File: src/rtl/core/orb_pkg.sv
// Shared types, sizes and helpers for the overwriting ring buffer.
// No dependencies; orb_queue, orb_front, orb_back and the top level import this package.
package orb_pkg;

   localparam int CAPACITY    = 32;
   localparam int SAMPLE_BITS = 64;

   localparam int IDX_W = (CAPACITY > 1) ? $clog2(CAPACITY) : 1;
   localparam int CNT_W = $clog2(CAPACITY + 1);

   // Fixed port widths
   localparam int ACTION_W = 2;
   localparam int DATA_W   = 64;
   localparam int REQ_W    = 7;
   localparam int FILL_W   = 7;

   localparam int QUEUE_DEPTH = 2;
   localparam int QPTR_W      = $clog2(QUEUE_DEPTH);
   localparam int QCNT_W      = $clog2(QUEUE_DEPTH + 1);

   typedef enum logic [ACTION_W-1:0] {
      ACT_PUSH  = 2'd0,
      ACT_POP   = 2'd1,
      ACT_PEEK  = 2'd2,
      ACT_CLEAR = 2'd3
   } action_type;

   // One unit of work for the back end: n words from addr, or a single
   // status word when n is zero.
   typedef struct packed {
      logic [IDX_W-1:0]  addr;
      logic [CNT_W-1:0]  n;
      logic [FILL_W-1:0] fill;
      logic              full;
      logic              ovw;
   } job_type;

   // Fold a sum below twice the capacity back into the index range.
   function automatic logic [IDX_W-1:0] wrap_idx(input logic [IDX_W:0] v);
      logic [IDX_W:0] r;
      r = (v >= (IDX_W+1)'(CAPACITY)) ? v - (IDX_W+1)'(CAPACITY) : v;
      return r[IDX_W-1:0];
   endfunction

endpackage

File: src/rtl/core/orb_ram.sv
// Generic single-write, single-read RAM with registered read data.
// No dependencies.
module orb_ram #(
   parameter int WIDTH = 8,
   parameter int DEPTH = 16
) (
   input  logic                                   clock,
   input  logic                                   wr_en,
   input  logic [((DEPTH > 1) ? $clog2(DEPTH) : 1)-1:0] wr_addr,
   input  logic [WIDTH-1:0]                       wr_data,
   input  logic                                   rd_en,
   input  logic [((DEPTH > 1) ? $clog2(DEPTH) : 1)-1:0] rd_addr,
   output logic [WIDTH-1:0]                       rd_data
);

   logic [WIDTH-1:0] mem_ff [DEPTH];
   logic [WIDTH-1:0] rd_data_ff;

   always_ff @(posedge clock) begin
      if (wr_en) begin
         mem_ff[wr_addr] <= wr_data;
      end
      if (rd_en) begin
         rd_data_ff <= mem_ff[rd_addr];
      end
   end

   assign rd_data = rd_data_ff;

endmodule

File: src/rtl/core/orb_queue.sv
// Short job queue between the front and back ends.
// Depends on orb_pkg (job_type, QUEUE_DEPTH).
module orb_queue
   import orb_pkg::*;
(
   input  logic    clock,
   input  logic    reset,
   input  logic    push,
   input  job_type push_job,
   input  logic    pop,
   output job_type head_job,
   output logic    empty,
   output logic    full
);

   job_type           slot_ff [QUEUE_DEPTH];
   logic [QPTR_W-1:0] wr_ptr_ff, wr_ptr_in;
   logic [QPTR_W-1:0] rd_ptr_ff, rd_ptr_in;
   logic [QCNT_W-1:0] cnt_ff, cnt_in;
   logic              do_push, do_pop;

   assign empty   = (cnt_ff == '0);
   assign full    = (cnt_ff == QCNT_W'(QUEUE_DEPTH));
   assign do_push = push && !full;
   assign do_pop  = pop && !empty;
   assign head_job = slot_ff[rd_ptr_ff];

   function automatic logic [QPTR_W-1:0] next_ptr(input logic [QPTR_W-1:0] p);
      return (p == QPTR_W'(QUEUE_DEPTH - 1)) ? '0 : p + QPTR_W'(1);
   endfunction

   always_comb begin
      wr_ptr_in = do_push ? next_ptr(wr_ptr_ff) : wr_ptr_ff;
      rd_ptr_in = do_pop  ? next_ptr(rd_ptr_ff) : rd_ptr_ff;
      cnt_in    = cnt_ff + QCNT_W'(do_push) - QCNT_W'(do_pop);
   end

   always_ff @(posedge clock) begin
      if (reset) begin
         wr_ptr_ff <= '0;
         rd_ptr_ff <= '0;
         cnt_ff    <= '0;
      end else begin
         wr_ptr_ff <= wr_ptr_in;
         rd_ptr_ff <= rd_ptr_in;
         cnt_ff    <= cnt_in;
      end
   end

   always_ff @(posedge clock) begin
      if (do_push) begin
         slot_ff[wr_ptr_ff] <= push_job;
      end
   end

endmodule

File: src/rtl/core/orb_front.sv
// Front end: takes commands, keeps the ring pointers and fill count,
// writes pushed samples and hands jobs to the queue. Depends on orb_pkg.
module orb_front
   import orb_pkg::*;
(
   input  logic                   clock,
   input  logic                   reset,
   input  logic                   start,
   output logic                   busy,
   input  logic [ACTION_W-1:0]    req_action,
   input  logic [DATA_W-1:0]      req_sample,
   input  logic [REQ_W-1:0]       req_request_count,
   input  logic                   q_full,
   output logic                   q_push,
   output job_type                q_job,
   input  logic                   read_done,
   output logic                   ram_wr_en,
   output logic [IDX_W-1:0]       ram_wr_addr,
   output logic [SAMPLE_BITS-1:0] ram_wr_data
);

   logic [IDX_W-1:0] wr_idx_ff, wr_idx_in;
   logic [IDX_W-1:0] rd_idx_ff, rd_idx_in;
   logic [CNT_W-1:0] cnt_ff, cnt_in;
   logic             rd_pend_ff, rd_pend_in;
   logic             accept;
   logic             is_full;
   logic [CNT_W-1:0] take;
   action_type       act;

   assign act     = action_type'(req_action);
   assign busy    = q_full || rd_pend_ff;
   assign accept  = start && !busy;
   assign is_full = (cnt_ff == CNT_W'(CAPACITY));

   // saturate the request to what is stored
   assign take = (req_request_count < FILL_W'(cnt_ff)) ?
                 CNT_W'(req_request_count) : cnt_ff;

   assign ram_wr_en   = accept && (act == ACT_PUSH);
   assign ram_wr_addr = wr_idx_ff;
   assign ram_wr_data = req_sample[SAMPLE_BITS-1:0];
   assign q_push      = accept;

   always_comb begin
      wr_idx_in  = wr_idx_ff;
      rd_idx_in  = rd_idx_ff;
      cnt_in     = cnt_ff;
      rd_pend_in = rd_pend_ff && !read_done;
      q_job.addr = rd_idx_ff;
      q_job.n    = '0;
      q_job.ovw  = 1'b0;
      if (accept) begin
         unique case (act)
            ACT_PUSH: begin
               wr_idx_in = wrap_idx({1'b0, wr_idx_ff} + (IDX_W+1)'(1));
               if (is_full) begin
                  rd_idx_in = wrap_idx({1'b0, rd_idx_ff} + (IDX_W+1)'(1));
                  q_job.ovw = 1'b1;
               end else begin
                  cnt_in = cnt_ff + CNT_W'(1);
               end
            end
            ACT_POP: begin
               q_job.n   = take;
               q_job.addr = rd_idx_ff;
               rd_idx_in = wrap_idx({1'b0, rd_idx_ff} + (IDX_W+1)'(take));
               cnt_in    = cnt_ff - take;
               rd_pend_in = (take != '0);
            end
            ACT_PEEK: begin
               q_job.n    = take;
               q_job.addr = wrap_idx({1'b0, wr_idx_ff} + (IDX_W+1)'(CAPACITY)
                                     - (IDX_W+1)'(take));
               rd_pend_in = (take != '0);
            end
            ACT_CLEAR: begin
               wr_idx_in = '0;
               rd_idx_in = '0;
               cnt_in    = '0;
            end
            default: ;
         endcase
      end
      q_job.fill = FILL_W'(cnt_in);
      q_job.full = (cnt_in == CNT_W'(CAPACITY));
   end

   always_ff @(posedge clock) begin
      if (reset) begin
         wr_idx_ff  <= '0;
         rd_idx_ff  <= '0;
         cnt_ff     <= '0;
         rd_pend_ff <= 1'b0;
      end else begin
         wr_idx_ff  <= wr_idx_in;
         rd_idx_ff  <= rd_idx_in;
         cnt_ff     <= cnt_in;
         rd_pend_ff <= rd_pend_in;
      end
   end

endmodule

File: src/rtl/core/orb_back.sv
// Back end: pulls jobs from the queue, reads the sample RAM one word a
// cycle and drives the result ports. Depends on orb_pkg.
module orb_back
   import orb_pkg::*;
(
   input  logic                   clock,
   input  logic                   reset,
   input  logic                   q_empty,
   input  job_type                q_head,
   output logic                   q_pop,
   output logic                   read_done,
   output logic                   ram_rd_en,
   output logic [IDX_W-1:0]       ram_rd_addr,
   input  logic [SAMPLE_BITS-1:0] ram_rd_data,
   output logic                   rsp_strobe,
   output logic [DATA_W-1:0]      rsp_sample_out,
   output logic                   rsp_sample_valid,
   output logic                   rsp_last,
   output logic [FILL_W-1:0]      rsp_fill_level,
   output logic                   rsp_full_res,
   output logic                   rsp_overwrote
);

   // current job
   logic              act_ff, act_in;
   logic              vld_ff, vld_in;
   logic [IDX_W-1:0]  addr_ff, addr_in;
   logic [CNT_W-1:0]  left_ff, left_in;
   logic [FILL_W-1:0] fill_ff, fill_in;
   logic              full_ff, full_in;
   logic              ovw_ff, ovw_in;
   // word stage, lines up with the RAM read data
   logic              stb_ff;
   logic              wvld_ff;
   logic              wlast_ff;
   logic [FILL_W-1:0] wfill_ff;
   logic              wfull_ff;
   logic              wovw_ff;
   logic              beat_last;
   logic              load;

   assign beat_last = (left_ff == CNT_W'(1));
   assign load      = !act_ff || beat_last;
   assign q_pop     = load && !q_empty;
   assign read_done = act_ff && vld_ff && beat_last;
   assign ram_rd_en = act_ff && vld_ff;
   assign ram_rd_addr = addr_ff;

   always_comb begin
      act_in  = act_ff;
      vld_in  = vld_ff;
      addr_in = addr_ff;
      left_in = left_ff;
      fill_in = fill_ff;
      full_in = full_ff;
      ovw_in  = ovw_ff;
      if (load) begin
         act_in  = !q_empty;
         vld_in  = (q_head.n != '0);
         addr_in = q_head.addr;
         left_in = (q_head.n != '0) ? q_head.n : CNT_W'(1);
         fill_in = q_head.fill;
         full_in = q_head.full;
         ovw_in  = q_head.ovw;
      end else begin
         // advance through the run
         addr_in = wrap_idx({1'b0, addr_ff} + (IDX_W+1)'(1));
         left_in = left_ff - CNT_W'(1);
      end
   end

   always_ff @(posedge clock) begin
      if (reset) begin
         act_ff <= 1'b0;
         stb_ff <= 1'b0;
      end else begin
         act_ff <= act_in;
         stb_ff <= act_ff;
      end
   end

   always_ff @(posedge clock) begin
      vld_ff   <= vld_in;
      addr_ff  <= addr_in;
      left_ff  <= left_in;
      fill_ff  <= fill_in;
      full_ff  <= full_in;
      ovw_ff   <= ovw_in;
      wvld_ff  <= vld_ff;
      wlast_ff <= beat_last;
      wfill_ff <= fill_ff;
      wfull_ff <= full_ff;
      wovw_ff  <= ovw_ff;
   end

   assign rsp_strobe       = stb_ff;
   assign rsp_sample_out   = wvld_ff ? DATA_W'(ram_rd_data) : '0;
   assign rsp_sample_valid = wvld_ff;
   assign rsp_last         = wlast_ff;
   assign rsp_fill_level   = wfill_ff;
   assign rsp_full_res     = wfull_ff;
   assign rsp_overwrote    = wovw_ff;

endmodule

File: src/rtl/core/overwriting_ring_buffer.sv
// Top level of the overwriting sample ring buffer.
// Depends on orb_pkg, orb_ram, orb_queue, orb_front and orb_back.
//
// A command is taken on a clock edge where start is high and busy is low.
// Push, clear and a pop or peek that has nothing to give each yield one
// result word, and while busy is low such commands can be issued every
// cycle: one per cycle sustained. A pop or peek returning n samples yields
// n words on consecutive cycles; busy stays high until the last of its RAM
// reads has been issued, and only then is the next command taken. The wait
// comes from the single read port of the sample RAM, one word per cycle.
// A job passes the queue slot and the back end's job registers before the
// RAM read. Result words are never held back: rsp_strobe marks each word
// for exactly one cycle and the receiver must take it.
module overwriting_ring_buffer
   import orb_pkg::*;
(
   input  logic                clock,
   input  logic                reset,
   input  logic                start,
   output logic                busy,
   input  logic [ACTION_W-1:0] req_action,
   input  logic [DATA_W-1:0]   req_sample,
   input  logic [REQ_W-1:0]    req_request_count,
   output logic                rsp_strobe,
   output logic [DATA_W-1:0]   rsp_sample_out,
   output logic                rsp_sample_valid,
   output logic                rsp_last,
   output logic [FILL_W-1:0]   rsp_fill_level,
   output logic                rsp_full_res,
   output logic                rsp_overwrote
);

   job_type                q_in_job;
   job_type                q_head;
   logic                   q_push, q_pop, q_empty, q_full;
   logic                   read_done;
   logic                   ram_wr_en, ram_rd_en;
   logic [IDX_W-1:0]       ram_wr_addr, ram_rd_addr;
   logic [SAMPLE_BITS-1:0] ram_wr_data, ram_rd_data;

   // Front: classify the command, update pointers, write pushed samples.
   orb_front u_front (
      .clock             (clock),
      .reset             (reset),
      .start             (start),
      .busy              (busy),
      .req_action        (req_action),
      .req_sample        (req_sample),
      .req_request_count (req_request_count),
      .q_full            (q_full),
      .q_push            (q_push),
      .q_job             (q_in_job),
      .read_done         (read_done),
      .ram_wr_en         (ram_wr_en),
      .ram_wr_addr       (ram_wr_addr),
      .ram_wr_data       (ram_wr_data)
   );

   // Hold pending jobs so single-word commands stream without waiting.
   orb_queue u_queue (
      .clock    (clock),
      .reset    (reset),
      .push     (q_push),
      .push_job (q_in_job),
      .pop      (q_pop),
      .head_job (q_head),
      .empty    (q_empty),
      .full     (q_full)
   );

   // Sample storage: written by the front, read by the back.
   orb_ram #(
      .WIDTH (SAMPLE_BITS),
      .DEPTH (CAPACITY)
   ) u_ram (
      .clock   (clock),
      .wr_en   (ram_wr_en),
      .wr_addr (ram_wr_addr),
      .wr_data (ram_wr_data),
      .rd_en   (ram_rd_en),
      .rd_addr (ram_rd_addr),
      .rd_data (ram_rd_data)
   );

   // Back: walk each job one word per cycle and drive the result ports.
   orb_back u_back (
      .clock            (clock),
      .reset            (reset),
      .q_empty          (q_empty),
      .q_head           (q_head),
      .q_pop            (q_pop),
      .read_done        (read_done),
      .ram_rd_en        (ram_rd_en),
      .ram_rd_addr      (ram_rd_addr),
      .ram_rd_data      (ram_rd_data),
      .rsp_strobe       (rsp_strobe),
      .rsp_sample_out   (rsp_sample_out),
      .rsp_sample_valid (rsp_sample_valid),
      .rsp_last         (rsp_last),
      .rsp_fill_level   (rsp_fill_level),
      .rsp_full_res     (rsp_full_res),
      .rsp_overwrote    (rsp_overwrote)
   );

endmodule

File: config.mk
export PLATFORM = sky130hd
export DESIGN_NAME = overwriting_ring_buffer
export DESIGN_NICKNAME = d
export VERILOG_FILES = /design/src/rtl/core/orb_pkg.sv /design/src/rtl/core/orb_ram.sv /design/src/rtl/core/orb_queue.sv /design/src/rtl/core/orb_front.sv /design/src/rtl/core/orb_back.sv /design/src/rtl/core/overwriting_ring_buffer.sv
export SDC_FILE = /design/constraint.sdc
export NUM_CORES = 2
export LEC_CHECK = 0
export BUFFER_PORTS_ARGS = -buffer_cell sky130_fd_sc_hd__buf_4
export CAP_MARGIN = 0
export CORE_MARGIN = 5
export CORE_UTILIZATION = 55
export CTS_BUF_LIST = sky130_fd_sc_hd__clkbuf_4 sky130_fd_sc_hd__clkbuf_8 sky130_fd_sc_hd__clkbuf_16
export CTS_CLUSTER_DIAMETER = 120
export DETAILED_ROUTE_END_ITERATION = 12
export GPL_ROUTABILITY_DRIVEN = 0
export PLACE_DENSITY = 0.74
export SYNTH_ARGS = -nofsm -noshare
export SYNTH_HDL_FRONTEND = slang
export SYNTH_SLANG_ARGS = --single-unit
File: constraint.sdc
create_clock -name clock -period 5.9 [get_ports clock]
set_input_delay 0 -clock clock [delete_from_list [all_inputs] [get_ports clock]]
set_output_delay 0 -clock clock [all_outputs]
set_load 0.02 [all_outputs]
==> impl_metrics.csv <==
group,metric,value,unit
worst_setup_path,reg2reg_depth,14,
final_layout,final_cell_mix,"edfxtp_1, mux4_2, clkbuf_16",
synthesis,syn_area_per_cell,24.0,sq um
synthesis,synth_edf_count,2159,
floorplan,ios,153,
worst_setup_path,slowest_delay,0.47,ns
final_layout,finalNetCount,3972,
detailed_routing,ant_nets,0,
sta,setup_viol_count_final,0,
place,placedInstanceArea,88700,sq um
worst_setup_path,startpoint,"u_front.cnt_ff[4]",
sta,rsz0062_at_grt,"false",
global_routing,grt_pass1_vias,40600,
power_and_ir_drop,power_density,439,nW/um^2
synthesis,synth_top_cell_area_share,0.768,
worst_setup_path,startpoint_type,"flip-flop",
floorplan,die_w,402,um
global_routing,track_usage,0.248,
synthesis,synthesis.nets,3625,
place,dp_hpwl,92400,um
final_layout,layout_commonest_cell,"edfxtp_1",
global_routing,overflow,0,
sta,fmax,0.232,GHz
sta,setup_tns,0,ns
floorplan,core_area,152000,sq um
worst_setup_path,worst_path_max_delay_cell,"dfxtp_1",
worst_setup_path,path_class,"flip-flop to flip-flop",
detailed_routing,wire_per_inst,32.9,um
sta,clock_skew,0.0395,ns
floorplan,die_y,402,um
sta,setup_slack,1.59,ns
clock_network,cts_sinks,2204,
power_and_ir_drop,ir_drop,0.535,mV
floorplan,fp-row-count,143,
power_and_ir_drop,p_leak,30.3,nW
final_layout,register_area,65800,sq um
detailed_routing,vias,39500,
global_routing,grt_antenna_before_repair,11,
synthesis,synth_top_area_cell,"edfxtp_1",
worst_setup_path,crit_chain,"inv_1, ha_1, a21oi_1, o21ai_0, a21oi_1, mux2i_1, inv_1, ha_1, fa_1, xnor2_1, and3_1, a211oi_1, nand3_1, a2111oi_2",
synthesis,synth_cells,3513,
floorplan,initial_core_util,0.555,
clock_network,cts_buffers,208,
place,dp_slack,1.62,ns
worst_setup_path,rr_startpoint,"u_front.cnt_ff[4]",
clock_network,htreeDepth,4,
final_layout,num-fill-cells,9698,
worst_setup_path,path_depth,14,
synthesis,syn_area,84400,sq um
worst_setup_path,r2r_setup_slack,1.59,ns
global_routing,grt_first_pass_wirelength,288000,um
synthesis,ys_types,58,
place,port_buffers,151,
sta,slew_headroom,0.0845,
clock_network,path_clk_slew,0.06,ns
sta,fin_crit_sh,0.731,
synthesis,yosysWarnings,0,
synthesis,synthArstFlopShare,0,
clock_network,cts_tree,"yes",
detailed_routing,dr.pass1.iters,5,
worst_setup_path,cp.arrival,4.95,ns
final_layout,stdcell_area,96300,sq um
worst_setup_path,critPathRequiredTime,6.54,ns
detailed_routing,drcViolationCount,0,
run_status,status,"complete, no violations",
hold_path,hold_depth,2,
sta,period_minus_slack,4.31,ns
worst_setup_path,rr_endpoint,"u_queue.slot_ff[1][1]",
sta,final-hold-violation-count,0,
sta,worst_slew_pin_slew,1.37,ns
floorplan,die_area,161000,sq um
hold_path,hp-start,"req_sample[14]",
worst_setup_path,worstPathMaxFanout,7,
synthesis,synth_area_leaders,"edfxtp_1, mux4_2, dfxtp_1",
sta,slew_viol_final,0,
worst_setup_path,worstSetupEndpointType,"flip-flop",
detailed_routing,drt_iter0_drc,4857,
detailed_routing,vias_per_cell,6.51,
synthesis,ys_ff_latch,2204,
final_layout,multi_input_area,18000,sq um
clock_network,cts.path.max_buffers,3,
worst_setup_path,crit_family,"compound AO/OA/AOI/OAI gates",
final_layout,drive_above_1_share,0.331,
synthesis,synth_flop_cell,"edfxtp_1",
clock_network,worst_skew_pair.late_latency,0.85,ns
flow_run,maxCapViolations,0,
worst_setup_path,endpoint,"u_queue.slot_ff[1][1]",
clock_network,root_buffer,"clkbuf_16",
global_routing,grt_max_degree,112,
detailed_routing,routed_wl,200000,um
worst_setup_path,path_buf_inv,2,
final_layout,syn_to_final_growth,14.1,%
hold_path,hp-class,"primary input to flip-flop",
synthesis,seq_area_frac_synth,0.778,
metrics by stage:
stage                     std cells  hold WS [ns]  utilization  power, W
after floorplan                3513        0.0716            -    0.0263
after global placement         5599         0.325        0.582    0.0292
after detailed placement       5599         0.329        0.582    0.0293
after CTS                      6063        0.0257        0.633    0.0427
after global routing           6064        0.0989        0.633    0.0439
final                          6067         0.114        0.633    0.0423
worst min path at each step:
stage | to | slack (ns)
floorplan | u_back.rsp_strobe | 0.07
global placement | u_back.rsp_fill_level[1] | 0.33
detailed placement | u_back.rsp_fill_level[3] | 0.33
CTS | u_front.rd_idx_ff[2] | 0.03
global route | u_ram.mem_ff[5][18] | 0.1
finish | u_ram.mem_ff[27][14] | 0.11
flip-flops by register name, summed over array words and instances (netlist names), 2 cells and up, named ones only:
register	cells
u_front.ram_wr_addr	5
u_front.rd_idx_ff	5
u_ram.rd_data	64
u_back.fill_ff	6
u_queue.slot_ff	38
u_back.ram_rd_addr	5
u_ram.mem_ff	2048
u_back.left_ff	6
u_front.cnt_ff	6
u_queue.cnt_ff	2
u_back.rsp_fill_level	6
cells in the mapped netlist (3+ instances only):
library cell	n
a21oi_1	29
o21ai_0	19
buf_4	17
fa_1	3
nand3_1	14
buf_2	34
mux4_2	640
and3_1	7
nand2_1	23
xnor2_1	13
o21a_1	5
dfxtp_1	45
a31oi_1	5
clkbuf_1	107
a21o_1	6
edfxtp_1	2159
nand3b_1	4
buf_6	4
and2_1	67
nor2_1	73
mux2i_1	15
a211oi_1	4
inv_1	32
buf_1	15
nor3_1	8
mux2_2	74
xor2_1	6
ha_1	33
nor2b_1	11
nor3b_1	6
layout make-up:
type | count | area share
clock buffers | 260 | 0.0586
clock inverters | 123 | 0.0123
flip-flops and latches | 2204 | 0.683
repair buffers | 314 | 0.0315
diodes | 4 | 0.000104
inverters | 33 | 0.00131
multi-input cells | 1099 | 0.187
well taps | 2030 | 0.0264
worst reg2reg max path: stages, from the launching register on:
cell	delay, ns
dfxtp_1	0.47
inv_1	0.13
ha_1	0.30
a21oi_1	0.17
o21ai_0	0.16
a21oi_1	0.46
mux2i_1	0.45
inv_1	0.14
ha_1	0.24
fa_1	0.45
xnor2_1	0.14
and3_1	0.17
a211oi_1	0.30
nand3_1	0.16
a2111oi_2	0.38
where the power goes:
group | internal, W | total [W] | switching [W]
registers | 0.0179 | 0.0184 | 0.000497
clock network | 0.00752 | 0.0133 | 0.00578
logic | 0.00565 | 0.0106 | 0.00497
total | 0.0310 | 0.0423 | 0.0113
metal layers:
metal  global-route usage  wire length, um  up-vias
met4               0.0757             6180        8
met5                    0               55        -
met2                0.404            99800     2395
met1                0.346            74800    21000
li1                     -                -    15700
met3               0.0527            18900      379
logic make-up after synthesis:
family | after synthesis | share of synthesized area
flops | 2204 | 0.778
mux | 729 | 0.182
simple gates | 228 | 0.0143
buf+inv | 210 | 0.0109
compound gates | 86 | 0.00642
fa+ha+maj | 36 | 0.00560
xor+xnor | 19 | 0.00197
other cells | 1 | 0.0000444
timing repair:
item | CTS | global route
buffers inserted | 0 | 0
gates resized for setup | 0 | 0
hold endpoints to repair | 2102 | 0
hold buffers | 81 | 0
Power figures use the tool's default switching activity.
